File: src/rtl/gppe_pkg.sv
// ----------------------------------------------------------------------------
// gppe_pkg
// Shared codes, constants and controller/datapath handshake types for the
// GF(2) phase polynomial engine.
// ----------------------------------------------------------------------------
package gppe_pkg;

    localparam logic [2:0] MODE_TOGGLE = 3'd0;
    localparam logic [2:0] MODE_CCZ    = 3'd1;
    localparam logic [2:0] MODE_CNOT   = 3'd2;
    localparam logic [2:0] MODE_QUERY  = 3'd3;
    localparam logic [2:0] MODE_HASH   = 3'd4;

    // config register index (byte address bit 2)
    localparam logic CFG_LIVE_VARS = 1'b0;
    localparam logic [2:0] LIVE_VARS_RESET = 3'd6;

    // FNV-1a 64; prime = 2^40 + 0x1B3
    localparam logic [63:0] FNV_BASIS    = 64'hCBF2_9CE4_8422_2325;
    localparam int          FNV_SHIFT    = 40;
    localparam logic [63:0] FNV_PRIME_LO = 64'd435;

    typedef struct packed {
        logic accept;   // item transfer: apply op, latch flags
        logic build;    // hash: shift one term into the columns
        logic sort;     // hash: one compare/rotate step of the column ring
        logic fold;     // hash: one FNV fold step
        logic finish;   // load output register
    } gppe_cmd_t;

    typedef struct packed {
        logic hash_go;    // item is a hash of a non-empty polynomial
        logic idx_last;   // term walk at last index
        logic sort_last;  // last step of last sort pass
        logic out_free;   // output register can take a result
    } gppe_sts_t;

endpackage

File: src/rtl/gppe_if.sv
// ----------------------------------------------------------------------------
// gppe_in_if / gppe_out_if
// Valid/ready channels carrying the item and result payloads.
// ----------------------------------------------------------------------------
interface gppe_in_if;
    logic       valid;
    logic       ready;
    logic [2:0] mode;
    logic [5:0] term;
    logic [2:0] index_a;
    logic [2:0] index_b;
    logic [2:0] index_c;

    modport source (output valid, mode, term, index_a, index_b, index_c, input ready);
    modport sink   (input valid, mode, term, index_a, index_b, index_c, output ready);
endinterface

interface gppe_out_if;
    logic        valid;
    logic        ready;
    logic        present;
    logic [6:0]  term_count;
    logic        is_empty;
    logic [63:0] hash_value;
    logic        error;

    modport source (output valid, present, term_count, is_empty, hash_value, error,
                    input ready);
    modport sink   (input valid, present, term_count, is_empty, hash_value, error,
                    output ready);
endinterface

File: src/rtl/gppe_ctrl.sv
// ----------------------------------------------------------------------------
// gppe_ctrl
// Sequencer: accepts items, steps the hash phases, loads results.
// ----------------------------------------------------------------------------
module gppe_ctrl
    import gppe_pkg::*;
(
    input  logic      clk,
    input  logic      rst_n,
    input  logic      in_valid,
    output logic      in_ready,
    input  gppe_sts_t sts,
    output gppe_cmd_t cmd
);

    typedef enum logic [4:0] {
        S_IDLE  = 5'b00001,
        S_FIN   = 5'b00010,
        S_BUILD = 5'b00100,
        S_SORT  = 5'b01000,
        S_FOLD  = 5'b10000
    } state_t;

    state_t state_reg, state_next;

    always_comb
    begin
        state_next = state_reg;
        cmd        = '0;
        in_ready   = 1'b0;
        case (state_reg)
            S_IDLE:
            begin
                in_ready = 1'b1;
                if (in_valid)
                begin
                    cmd.accept = 1'b1;
                    state_next = sts.hash_go ? S_BUILD : S_FIN;
                end
            end
            S_BUILD:
            begin
                cmd.build = 1'b1;
                if (sts.idx_last)
                    state_next = S_SORT;
            end
            S_SORT:
            begin
                cmd.sort = 1'b1;
                if (sts.sort_last)
                    state_next = S_FOLD;
            end
            S_FOLD:
            begin
                cmd.fold = 1'b1;
                if (sts.idx_last)
                    state_next = S_FIN;
            end
            S_FIN:
            begin
                if (sts.out_free)
                begin
                    cmd.finish = 1'b1;
                    state_next = S_IDLE;
                end
            end
            default:
                state_next = S_IDLE;
        endcase
    end

    always_ff @(posedge clk or negedge rst_n)
    begin
        if (!rst_n)
            state_reg <= S_IDLE;
        else
            state_reg <= state_next;
    end

    a_finish_free: assert property (@(posedge clk) disable iff (!rst_n)
        cmd.finish |-> sts.out_free)
        else $error("result loaded while output register busy");

    a_plain_item: assert property (@(posedge clk) disable iff (!rst_n)
        (cmd.accept && !sts.hash_go) |=> (state_reg == S_FIN))
        else $error("plain item did not go straight to finish");

    a_build_exit: assert property (@(posedge clk) disable iff (!rst_n)
        (state_reg == S_BUILD) |=> (state_reg == S_BUILD || state_reg == S_SORT))
        else $error("column build left early");

    a_fold_exit: assert property (@(posedge clk) disable iff (!rst_n)
        (state_reg == S_FOLD && sts.idx_last) |=> (state_reg == S_FIN))
        else $error("fold did not end in finish");

endmodule

File: src/rtl/gppe_dp.sv
// ----------------------------------------------------------------------------
// gppe_dp
// Term bitmap, rewrites applied on item accept, hash column ring and FNV folder,
// output register.
// ----------------------------------------------------------------------------
module gppe_dp
    import gppe_pkg::*;
#(
    parameter int MAX_VARS = 6
)
(
    input  logic        clk,
    input  logic        rst_n,
    input  logic [2:0]  live_vars,
    input  logic [2:0]  mode,
    input  logic [5:0]  term,
    input  logic [2:0]  index_a,
    input  logic [2:0]  index_b,
    input  logic [2:0]  index_c,
    input  gppe_cmd_t   cmd,
    output gppe_sts_t   sts,
    output logic        out_valid,
    input  logic        out_ready,
    output logic        present,
    output logic [6:0]  term_count,
    output logic        is_empty,
    output logic [63:0] hash_value,
    output logic        error
);

    localparam int TW       = MAX_VARS;
    localparam int MAP_BITS = 1 << MAX_VARS;
    localparam int STEP_W   = $clog2(MAX_VARS + 1);
    localparam int PASSES   = (MAX_VARS > 1) ? MAX_VARS - 1 : 1;

    logic [MAP_BITS-1:0] map_reg, map_next;
    logic [6:0]          count_reg;
    logic                present_reg, err_reg, hash_mode_reg;
    logic [63:0]         hash_reg;
    logic [TW-1:0]       idx_reg;
    logic [STEP_W-1:0]   step_reg, pass_reg;

    // column ring: value and original variable index
    logic [MAP_BITS-1:0] col_reg [TW];
    logic [2:0]          tag_reg [TW];
    logic [MAP_BITS-1:0] carry_reg;
    logic [2:0]          carry_tag_reg;

    logic [2:0]    n;
    logic [TW-1:0] mask_n, ma, mb, mc;
    logic          ccz_ok, cnot_ok, op_err, op_present;
    logic [MAP_BITS-1:0] cnot_vec, ccz_vec;

    assign n      = (live_vars > 3'(MAX_VARS)) ? 3'(MAX_VARS) : live_vars;
    assign mask_n = ~({TW{1'b1}} << n);
    assign ma     = TW'(1) << index_a;
    assign mb     = TW'(1) << index_b;
    assign mc     = TW'(1) << index_c;

    assign ccz_ok  = (index_a < n) && (index_b < n) && (index_c < n);
    assign cnot_ok = (index_a < n) && (index_b < n) && (index_a != index_b);

    assign ccz_vec = (MAP_BITS'(1) << (ma | mb | mc)) ^ (MAP_BITS'(1) << (ma | mb))
                   ^ (MAP_BITS'(1) << (ma | mc)) ^ (MAP_BITS'(1) << (mb | mc))
                   ^ (MAP_BITS'(1) << ma) ^ (MAP_BITS'(1) << mb)
                   ^ (MAP_BITS'(1) << mc);

    // inverse CNOT is a bit permutation: target set flips the control bit
    always_comb
    begin
        logic [TW-1:0] tv;
        logic [TW-1:0] src;
        for (int t = 0; t < MAP_BITS; t++)
        begin
            tv  = TW'(t);
            src = tv ^ ((((tv >> index_b) & TW'(1)) != '0) ? ma : '0);
            cnot_vec[t] = map_reg[src];
        end
    end

    always_comb
    begin
        map_next   = map_reg;
        op_err     = 1'b0;
        op_present = 1'b0;
        case (mode)
            MODE_TOGGLE:
                map_next = map_reg ^ (MAP_BITS'(1) << (term[TW-1:0] & mask_n));
            MODE_CCZ:
            begin
                if (ccz_ok)
                    map_next = map_reg ^ ccz_vec;
                else
                    op_err = 1'b1;
            end
            MODE_CNOT:
            begin
                if (cnot_ok)
                    map_next = cnot_vec;
                else
                    op_err = 1'b1;
            end
            MODE_QUERY:
                op_present = ((term >> MAX_VARS) == 6'd0) && map_reg[term[TW-1:0]];
            MODE_HASH:
                map_next = map_reg;
            default:
                op_err = 1'b1;
        endcase
    end

    // fold: walk k as {w, stale high bits}; map w back through the column order
    logic [2:0]    lsh;
    logic [TW-1:0] fold_w, fold_hi, fold_lo, fold_t;
    logic [63:0]   fold_x;
    logic          sort_gt;

    assign lsh     = 3'(MAX_VARS) - n;
    assign fold_w  = idx_reg >> lsh;
    assign fold_hi = idx_reg & ~({TW{1'b1}} << lsh);

    always_comb
    begin
        fold_lo = '0;
        for (int v = 0; v < TW; v++)
        begin
            if (3'(v) < n)
                fold_lo = fold_lo | (TW'(fold_w[v]) << tag_reg[v]);
        end
    end

    assign fold_t  = fold_lo | (fold_hi << n);
    assign fold_x  = hash_reg ^ 64'(fold_w);
    assign sort_gt = col_reg[0] > carry_reg;

    assign sts.hash_go   = (mode == MODE_HASH) && (count_reg != 7'd0);
    assign sts.idx_last  = &idx_reg;
    assign sts.sort_last = (step_reg == STEP_W'(MAX_VARS)) && (pass_reg == STEP_W'(PASSES - 1));
    assign sts.out_free  = !out_valid || out_ready;

    always_ff @(posedge clk or negedge rst_n)
    begin
        if (!rst_n)
        begin
            map_reg   <= '0;
            count_reg <= '0;
            out_valid <= 1'b0;
        end
        else
        begin
            if (cmd.accept)
                map_reg <= map_next;
            if (cmd.finish)
            begin
                count_reg <= 7'($countones(map_reg));
                out_valid <= 1'b1;
            end
            else if (out_ready)
                out_valid <= 1'b0;
        end
    end

    always_ff @(posedge clk)
    begin
        if (cmd.accept)
        begin
            present_reg   <= op_present;
            err_reg       <= op_err;
            hash_mode_reg <= (mode == MODE_HASH);
            hash_reg      <= (count_reg == 7'd0) ? 64'd0 : FNV_BASIS;
            idx_reg       <= '0;
            step_reg      <= '0;
            pass_reg      <= '0;
            // unused columns sit at all ones so they sort last
            for (int v = 0; v < TW; v++)
            begin
                col_reg[v] <= (3'(v) < n) ? '0 : '1;
                tag_reg[v] <= 3'(v);
            end
        end
        if (cmd.build)
        begin
            idx_reg <= idx_reg + TW'(1);
            if (map_reg[idx_reg])
            begin
                for (int v = 0; v < TW; v++)
                begin
                    if (3'(v) < n)
                        col_reg[v] <= {col_reg[v][MAP_BITS-2:0], idx_reg[v]};
                end
            end
        end
        if (cmd.sort)
        begin
            // bubble pass through a ring: pop head, push the smaller, carry the larger
            for (int v = 0; v < TW - 1; v++)
            begin
                col_reg[v] <= col_reg[v+1];
                tag_reg[v] <= tag_reg[v+1];
            end
            if (step_reg == '0)
            begin
                carry_reg     <= col_reg[0];
                carry_tag_reg <= tag_reg[0];
                col_reg[TW-1] <= col_reg[(TW > 1) ? 1 : 0];
                tag_reg[TW-1] <= tag_reg[(TW > 1) ? 1 : 0];
            end
            else if (step_reg == STEP_W'(MAX_VARS))
            begin
                col_reg[TW-1] <= carry_reg;
                tag_reg[TW-1] <= carry_tag_reg;
            end
            else
            begin
                col_reg[TW-1] <= sort_gt ? carry_reg : col_reg[0];
                tag_reg[TW-1] <= sort_gt ? carry_tag_reg : tag_reg[0];
                carry_reg     <= sort_gt ? col_reg[0] : carry_reg;
                carry_tag_reg <= sort_gt ? tag_reg[0] : carry_tag_reg;
            end
            if (step_reg == STEP_W'(MAX_VARS))
            begin
                step_reg <= '0;
                pass_reg <= pass_reg + STEP_W'(1);
            end
            else
                step_reg <= step_reg + STEP_W'(1);
        end
        if (cmd.fold)
        begin
            idx_reg <= idx_reg + TW'(1);
            if (map_reg[fold_t])
                hash_reg <= (fold_x << FNV_SHIFT) + fold_x * FNV_PRIME_LO;
        end
        if (cmd.finish)
        begin
            present    <= present_reg;
            term_count <= 7'($countones(map_reg));
            is_empty   <= (map_reg == '0);
            hash_value <= hash_mode_reg ? hash_reg : 64'd0;
            error      <= err_reg;
        end
    end

endmodule

File: src/rtl/gf2_phase_polynomial_engine.sv
// ----------------------------------------------------------------------------
// gf2_phase_polynomial_engine
// GF(2) phase polynomial store with toggle, CCZ, inverse CNOT, query and
// canonical hash operations.
// ----------------------------------------------------------------------------
// Toggle, CCZ, CNOT, query and bad modes go from the input transfer through S_FIN
//   to the result; the bitmap rewrite is done at the input transfer edge.
// Hash: an empty polynomial goes straight to S_FIN; else S_BUILD, S_SORT and S_FOLD
//   run in order, set by the serial term walks and one column comparator.
// Throughput: one item in flight; next item taken once the result is loaded.
// Reset: bitmap cleared (empty polynomial), live_vars = 6, no result pending.
module gf2_phase_polynomial_engine
    import gppe_pkg::*;
#(
    parameter int MAX_VARS = 6
)
(
    input  logic        clk,
    input  logic        rst_n,
    gppe_in_if.sink     in_ch,
    gppe_out_if.source  out_ch,
    input  logic        psel,
    input  logic        penable,
    input  logic        pwrite,
    input  logic [2:0]  paddr,
    input  logic [31:0] pwdata,
    output logic [31:0] prdata,
    output logic        pready
);

    // configuration: one register, index taken from byte address bit 2
    logic [2:0] live_vars_reg;
    logic       cfg_we;

    assign pready = 1'b1;
    assign cfg_we = psel && penable && pwrite;
    assign prdata = (paddr[2] == CFG_LIVE_VARS) ? {29'd0, live_vars_reg} : 32'd0;

    always_ff @(posedge clk or negedge rst_n)
    begin
        if (!rst_n)
            live_vars_reg <= LIVE_VARS_RESET;
        else if (cfg_we && paddr[2] == CFG_LIVE_VARS)
            live_vars_reg <= pwdata[2:0];
    end

    gppe_cmd_t cmd;
    gppe_sts_t sts;

    // sequencer
    gppe_ctrl u_ctrl (
        .clk      (clk),
        .rst_n    (rst_n),
        .in_valid (in_ch.valid),
        .in_ready (in_ch.ready),
        .sts      (sts),
        .cmd      (cmd)
    );

    // bitmap, hash machinery and output register
    gppe_dp #(
        .MAX_VARS (MAX_VARS)
    ) u_dp (
        .clk        (clk),
        .rst_n      (rst_n),
        .live_vars  (live_vars_reg),
        .mode       (in_ch.mode),
        .term       (in_ch.term),
        .index_a    (in_ch.index_a),
        .index_b    (in_ch.index_b),
        .index_c    (in_ch.index_c),
        .cmd        (cmd),
        .sts        (sts),
        .out_valid  (out_ch.valid),
        .out_ready  (out_ch.ready),
        .present    (out_ch.present),
        .term_count (out_ch.term_count),
        .is_empty   (out_ch.is_empty),
        .hash_value (out_ch.hash_value),
        .error      (out_ch.error)
    );

endmodule
File: src/flat_wrapper.sv
// flat-port wrapper written by rule: the top's interface ports become plain ports
module gf2_phase_polynomial_engine_flat import gppe_pkg::*;
#(
    parameter int MAX_VARS = 6
)
  (clk, rst_n, psel, penable, pwrite, paddr, pwdata, prdata, pready, in_ch_valid, in_ch_mode, in_ch_term, in_ch_index_a, in_ch_index_b, in_ch_index_c, in_ch_ready, out_ch_valid, out_ch_present, out_ch_term_count, out_ch_is_empty, out_ch_hash_value, out_ch_error, out_ch_ready);
  gppe_in_if in_ch_i ();
  gppe_out_if out_ch_i ();
  input  logic clk;
  input  logic rst_n;
  input  logic psel;
  input  logic penable;
  input  logic pwrite;
  input  logic [2:0] paddr;
  input  logic [31:0] pwdata;
  output logic [31:0] prdata;
  output logic pready;
  input wire logic [$bits(in_ch_i.valid)-1:0] in_ch_valid;
  input wire logic [$bits(in_ch_i.mode)-1:0] in_ch_mode;
  input wire logic [$bits(in_ch_i.term)-1:0] in_ch_term;
  input wire logic [$bits(in_ch_i.index_a)-1:0] in_ch_index_a;
  input wire logic [$bits(in_ch_i.index_b)-1:0] in_ch_index_b;
  input wire logic [$bits(in_ch_i.index_c)-1:0] in_ch_index_c;
  output wire logic [$bits(in_ch_i.ready)-1:0] in_ch_ready;
  output wire logic [$bits(out_ch_i.valid)-1:0] out_ch_valid;
  output wire logic [$bits(out_ch_i.present)-1:0] out_ch_present;
  output wire logic [$bits(out_ch_i.term_count)-1:0] out_ch_term_count;
  output wire logic [$bits(out_ch_i.is_empty)-1:0] out_ch_is_empty;
  output wire logic [$bits(out_ch_i.hash_value)-1:0] out_ch_hash_value;
  output wire logic [$bits(out_ch_i.error)-1:0] out_ch_error;
  input wire logic [$bits(out_ch_i.ready)-1:0] out_ch_ready;
  assign in_ch_i.valid = in_ch_valid;
  assign in_ch_i.mode = in_ch_mode;
  assign in_ch_i.term = in_ch_term;
  assign in_ch_i.index_a = in_ch_index_a;
  assign in_ch_i.index_b = in_ch_index_b;
  assign in_ch_i.index_c = in_ch_index_c;
  assign in_ch_ready = in_ch_i.ready;
  assign out_ch_valid = out_ch_i.valid;
  assign out_ch_present = out_ch_i.present;
  assign out_ch_term_count = out_ch_i.term_count;
  assign out_ch_is_empty = out_ch_i.is_empty;
  assign out_ch_hash_value = out_ch_i.hash_value;
  assign out_ch_error = out_ch_i.error;
  assign out_ch_i.ready = out_ch_ready;
  gf2_phase_polynomial_engine #(.MAX_VARS(MAX_VARS)) u_core (.clk(clk), .rst_n(rst_n), .in_ch(in_ch_i), .out_ch(out_ch_i), .psel(psel), .penable(penable), .pwrite(pwrite), .paddr(paddr), .pwdata(pwdata), .prdata(prdata), .pready(pready));
endmodule
File: config.mk
export PLATFORM = sky130hd
export DESIGN_NAME = gf2_phase_polynomial_engine_flat
export DESIGN_NICKNAME = d
export VERILOG_FILES = /design/src/rtl/gppe_pkg.sv /design/src/rtl/gppe_if.sv /design/src/rtl/gppe_ctrl.sv /design/src/rtl/gppe_dp.sv /design/src/rtl/gf2_phase_polynomial_engine.sv /design/src/flat_wrapper.sv
export SDC_FILE = /design/constraint.sdc
export NUM_CORES = 2
export LEC_CHECK = 0
export ABC_AREA = 1
export BUFFER_PORTS_ARGS = -buffer_cell sky130_fd_sc_hd__buf_2
export CAP_MARGIN = 20
export CELL_PAD_IN_SITES_DETAIL_PLACEMENT = 2
export CELL_PAD_IN_SITES_GLOBAL_PLACEMENT = 2
export CORE_MARGIN = 5
export CORE_UTILIZATION = 34
export DETAILED_ROUTE_END_ITERATION = 16
export PLACE_DENSITY_LB_ADDON = 0.1
export SLEW_MARGIN = 20
export SYNTH_ARGS = -nofsm -noshare
export SYNTH_HDL_FRONTEND = slang
export SYNTH_HIERARCHICAL = 1
export SYNTH_SLANG_ARGS = --single-unit
File: constraint.sdc
create_clock -name clk -period 6.7 [get_ports clk]
set_input_delay 1.005 -clock clk [delete_from_list [all_inputs] [get_ports clk]]
set_output_delay 1.005 -clock clk [all_outputs]
set_load 0.05 [all_outputs]
**Word level (Yosys, flattened, before mapping)**

Memories as Yosys holds them, arrays and structs flattened.
Index checks and enable logic that the tools add are counted.
W data, S select, Z words.

- Flip-flop bits (word level): 300
- RAM bits: 402
- Bits of input ports: 60
- Output and inout bits: 109
- Memories: 2

- Add/subtract/negate cells: 68
- Multipliers: 1
- Magnitude comparators: 78
- Eq/ne operators: 20
- Shift operators: 85
- Multiplexer cells: 317
- Bitwise operators: 109
- Reduce and logical (&&, ||, !) cells: 25

Memories:

| name | words | width | rd ports | clocked after memory_dff | wr ports | RTL line | source |
|---|---|---|---|---|---|---|---|
| u_core.u_dp.col_reg | 6 | 64 | 6 | 0 | 6 | gppe_dp.sv:44 | `logic [MAP_BITS-1:0] col_reg [TW];` |
| u_core.u_dp.tag_reg | 6 | 3 | 6 | 0 | 6 | gppe_dp.sv:45 | `logic [2:0] tag_reg [TW];` |

Operator list:

| cell | count |
|---|---|
| $mux W64 | 30 |
| $shl A1 B6 Y64 const A | 8 |
| $xor A64 B64 Y64 | 8 |
| $lt A6 B7 Y1 const B | 67 |
| $mux W6 | 73 |
| $bmux W1 S6 | 67 |
| $pmux W64 S3 | 1 |
| $shr A6 B3 Y1 const A | 32 |
| $mux W1 | 118 |
| $add A7 B7 Y7 | 15 |
| $shr A5 B3 Y1 const A | 16 |
| $add A1 B1 Y2 | 32 |
| $add A64 B64 Y64 | 1 |
| $gt A64 B64 Y1 | 1 |
| $logic_not A64 Y1 | 1 |
| $mul A64 B9 Y64 const B | 1 |
| $xor A64 B6 Y64 | 1 |
| $mux W3 | 21 |
| $not A3 Y3 | 20 |
| $not A4 Y4 | 15 |
| $or A6 B6 Y6 | 10 |
| $add A2 B2 Y3 | 16 |
| $shl A1 B3 Y6 | 6 |
| $shr A4 B3 Y1 const A | 8 |
| 48 further kinds | 135 |

**Logic depth before layout (Yosys ltp)**

- Word-level depth: 21
- Gate-level depth with buffers: 43
- Gate-level depth less buffers: 41

**Hierarchy**

Netlist, hierarchy kept.

Modules (own cells, without submodules):

| module | instances | cells each | area an instance (um2) | sequential area each (um2) |
|---|---|---|---|---|
| gppe_dp | 1 | 9945 | 70682.8 | 19809.0 |
| gf2_phase_polynomial_engine | 1 | 55 | 394.1 | 77.6 |
| gppe_ctrl | 1 | 54 | 367.9 | 126.4 |

**Least setup slack after synthesis**

Ideal clock, no wire load.

- Kind: reg2reg
- Start: reg u_core.u_dp.idx_reg[0]
- End: mem u_core/u_dp/col_reg[0][320] (netlist bit), enable pin
- Library setup time: 574 ps
- Data arrival time: 6712 ps
- Required time: 6126 ps
- Path slack: -586 ps
- Cell stages (with the launch flop): 15
- Period minus slack after synthesis: 7286 ps
- Cell sequence: edfxtp_1 -> inv_1 -> clkbuf_1 -> buf_2 -> a21oi_1 -> o21ai_0 -> nand3_1 -> nand3_1 -> nand3_1 -> o21ai_1 -> nand2_1 -> nor2_1 -> clkinv_1 -> clkbuf_1 -> o21ai_0

RTL lines:

| item | RTL line | source |
|---|---|---|
| start: declaration | gppe_dp.sv:40 | `logic [TW-1:0] idx_reg;` |
| start signal: assignment | gppe_dp.sv:183 | `idx_reg <= idx_reg + TW'(1);` |
| start signal: assignment | gppe_dp.sv:230 | `idx_reg <= idx_reg + TW'(1);` |
| end: declaration | gppe_dp.sv:44 |  |

**Worst setup path in the final report**

- Start: reg u_core.live_vars_reg[1]
- End: reg u_core.u_dp.hash_reg[58]

- Cells in the longest elaborated chain, start to end: 21
- Elaborated cells between the ends (all ways): 39
- Classes of those cells: add/sub: 2; mul: 1; order compare: 7; shift: 9; mux: 11; bitwise: 9

Ends and longest elaborated chain:

| item | RTL line | source |
|---|---|---|
| start: declaration | gf2_phase_polynomial_engine.sv:32 | `logic [2:0] live_vars_reg;` |
| start signal: assignment | gf2_phase_polynomial_engine.sv:44 | `live_vars_reg <= pwdata[2:0];` |
| $gt A3 B3 Y1 | gppe_dp.sv:54 | `assign n = (live_vars > 3'(MAX_VARS)) ? 3'(MAX_VARS) : live_vars;` |
| $mux W3 * | gppe_dp.sv:54 |  |
| branches (longest 17 deep; another with $mul A64 B9 Y64) | -- |  |
| $mux W64 * | gppe_dp.sv:231 | `if (map_reg[fold_t])` |
| $mux W64 * | gppe_dp.sv:228 | `if (cmd.fold)` |
| end signal: assignment | gppe_dp.sv:170 | `hash_reg <= (count_reg == 7'd0) ? 64'd0 : FNV_BASIS;` |
| end signal: assignment | gppe_dp.sv:232 | `hash_reg <= (fold_x << FNV_SHIFT) + fold_x * FNV_PRIME_LO;` |
| end: declaration | gppe_dp.sv:39 | `logic [63:0] hash_reg;` |

Mark *: on every way between the ends. The select of a mux whose other input is x is not followed.
A chain may end at the register's enable or synchronous reset.

==> results by group <==
Timing
  – Peak Freq: 0.157 GHz
  – Final hold vios: 0
  – Hold WS: slightly below 0.4 ns
  – Setup skew after layout: 0.0430 ns
  – Slew @ Worst Pin: between 1 and 1.5 ns
  – Slew HR: 17.7%
  – Max Transition Viols Final: 0
  – Min Tclk post-route: about 6.4 ns
  – Tcrit/Tclk final: between 90% and 100%
  – Final setup fails: 0
  – Fin Setup TNS: 0 ns

Route
  – Initial detailed-routing violation count: 9,341
  – Final ANT Viol Nets: 0
  – DRC viols: 0
  – Via count: 80,800
  – Average wire per standard cell: 33.0 um
  – Vias/cell: 6.16
  – Pre-antenna DRT Iters: 7
  – Routed wire length: 433,000 um

Setup path
  – Critical Path AT: 6.98 ns
  – WS Path Type: register to register
  – Largest delay share family, worst path: adder cells
  – Worst path max stage delay: 0.59 ns
  – Worst Setup Start Kind: register
  – Maximum fanout along the worst path: 12
  – Cell mode on critical path: nand2_1
  – Worst EP required: about 7.3 ns
  – Worst path bufs/invs: 7
  – Worst setup EP type: register
  – Worst path slowest cell: dfstp_2
  – Setup slack, reg-to-reg: 0.35 ns

CTS
  – Clock Tree Root: clkbuf_16
  – Clock Latency Late Sink: between 0.7 and 0.8 ns
  – CTS tree: yes
  – CTS clock-pin slew for the worst setup and hold paths: around 0.070 ns
  – H-tree depth: 3
  – Sinks on Clock Net: 702
  – Clock buffer depth: 3
  – Total CTS buffers: 87

Cells and area
  – Fraction of layout cells with a size suffix above 1: 9.37%
  – Layout Nets: between 10,000 and 15,000
  – Most common cell after layout, fill and taps aside: nand2_1
  – Most frequent cells in the layout: nand2_1, o21ai_0, inv_1
  – Max reg flops: 384
  – Layout area overhead: 13.3%

Die
  – Die area: 219,000 um^2
  – Io pins: 169
  – Row Count: 168
  – Core region area: ~210,000 um^2
  – Die height: 468 um
  – DIE WIDTH: 468 um
  – Effective utilization at floorplan: 34.1%

Global route
  – Largest net degree at the start of global routing: about 170
  – Global route overflow: 0
  – Grt met3 use: 10.1%
  – Met2 usage: 57.6%
  – GR peak layer: met2
  – First-pass GRT wire length: 609,000 um
  – GRT Util Overall: 38.2%
  – Met1 Usage GRT: 50.7%
  – Antenna violations before repair: 64
  – Vias in the first global route: 82,900

Synthesis
  – Asr flop ratio synth: a little under an eighth
  – Synth cell types: 80
  – Synth Register Bits: 702
  – Synth top area cells: edfxtp_1, o21ai_0, nand2_1
  – Synth top area share: a little under a quarter
  – Synth area leader: edfxtp_1
  – Sequential fraction of the synthesis area: 28.0%
  – Mapped cell area: 71,400 um^2
  – Post-synth EDFFs: 555
  – Post-Syn Instances: 10,100
  – Syn_area_per_cell: 7.11 um^2
  – Yosys warning count: 6
  – Most used flip-flop cell after synthesis: edfxtp_1

Status
  – Status: finished clean

Placement
  – Gp weighted congestion: 1.06
  – Buffers on Ports: approximately 110
  – Detail Placement HPWL: 310,000 um

Min path
  – HP Class: input pin to async pin

Flow run
  – Number of max-cap violations: 0
Yosys cell counts, types with 9 or more instances:
library cell,count
edfxtp_1,555
a31o_2,11
o221ai_1,30
nand2_2,9
dfrtp_1,77
o31ai_1,36
inv_1,1287
xnor2_1,87
a21o_1,15
a21oi_1,711
or2_2,9
a211oi_1,31
clkinv_1,37
fa_1,292
nor2_2,11
o21a_1,14
inv_2,20
o311ai_0,12
clkbuf_1,498
nor3_1,85
o211ai_1,206
a31oi_1,78
nor2_1,880
nor4_1,47
o2111ai_1,18
a22oi_1,26
xor2_1,164
buf_1,29
ha_1,327
o22ai_1,62
a221oi_1,16
dfxtp_1,67
buf_4,41
nand3_1,374
o21ai_0,1747
nand4_1,78
mux2i_1,96
nand2_1,1802
o21ai_1,17
buf_2,43
stage by stage:
step | instance area [um^2] | worst slack [ns] | util, % | std cells
final | 80900 | 0.348 | 38.7 | 13100
after global placement | 77400 | -0.229 | 37.0 | 12900
after floorplan | 71600 | -0.214 | - | 10100
after CTS | 80400 | 0.00913 | 38.4 | 13100
after global routing | 80800 | -0.00110 | 38.6 | 13100
after detailed placement | 77400 | -0.307 | 37.0 | 12900
kinds of logic (layout without fill, tap and decap cells):
logic type               Yosys count  in the layout  share of synthesized area, %
AND/OR/NAND/NOR                 3337           3337                          19.2
AO/OA/AOI/OAI                   3085           3085                          23.8
buffers and inverters           1961           2149                          10.6
flip-flops                       702            702                          28.0
adder cells (fa/ha/maj)          619            619                          13.9
XOR/XNOR                         251            251                          3.08
multiplexers                      97             97                          1.36
other                              2             67                        0.0105
area by class of cell:
cell class,instances,area (um^2)
inverters,1345,5070
repair buffers,643,4790
clock inverters,54,617
flip-flops and latches,702,20000
diodes,37,92.6
multi-input cells,7419,44500
fillers,24700,128000
clock buffers,107,2330
well taps,2805,3510
worst reg2reg max path, delay by kind of cell, from the launching register on:
family	cells	cell delay, ns
adder cells (fa/ha/maj)	6	1.95
AND/OR/NAND/NOR	16	1.92
buffers and inverters	7	0.80
AO/OA/AOI/OAI	3	0.63
flip-flops	1	0.59
XOR/XNOR	2	0.36
metal layers:
layer	vias to the layer above	wire length, um
met5	-	408
met3	1072	44300
li1	34200	-
met2	3957	184000
met1	41500	179000
met4	24	25200
path summary, 6_finish.rpt:
check                                                          from                                endpoint  cells after the start
worst max-delay path            u_core/live_vars_reg[1]$_DFFE_PN1P_        u_core/u_dp/hash_reg[58]$_DFF_P_                     34
worst max register to register  u_core/live_vars_reg[1]$_DFFE_PN1P_        u_core/u_dp/hash_reg[58]$_DFF_P_                     34
min in group clk                  u_core/u_dp/err_reg$_SDFFCE_PN1P_             u_core/u_dp/error$_DFFE_PP_                      0
worst min register to register    u_core/u_dp/err_reg$_SDFFCE_PN1P_             u_core/u_dp/error$_DFFE_PP_                      0
max in group asynchronous                                     rst_n  u_core/u_ctrl/state_reg[2]$_DFFE_PN0P_                      2
worst min-delay path                                          rst_n     u_core/u_dp/map_reg[54]$_DFFE_PN0P_                      1
what timing repair did:
item / CTS / global route
endpoints found under the setup margin: 17 / 29
gates resized for setup: 18 / 49
hold buffers: 0 / 0
buffers inserted: 0 / 8
pin swaps: 3 / 12
Power is not shown: default switching activity piles up to over one toggle a cycle in this logic, so the estimate is an artifact.
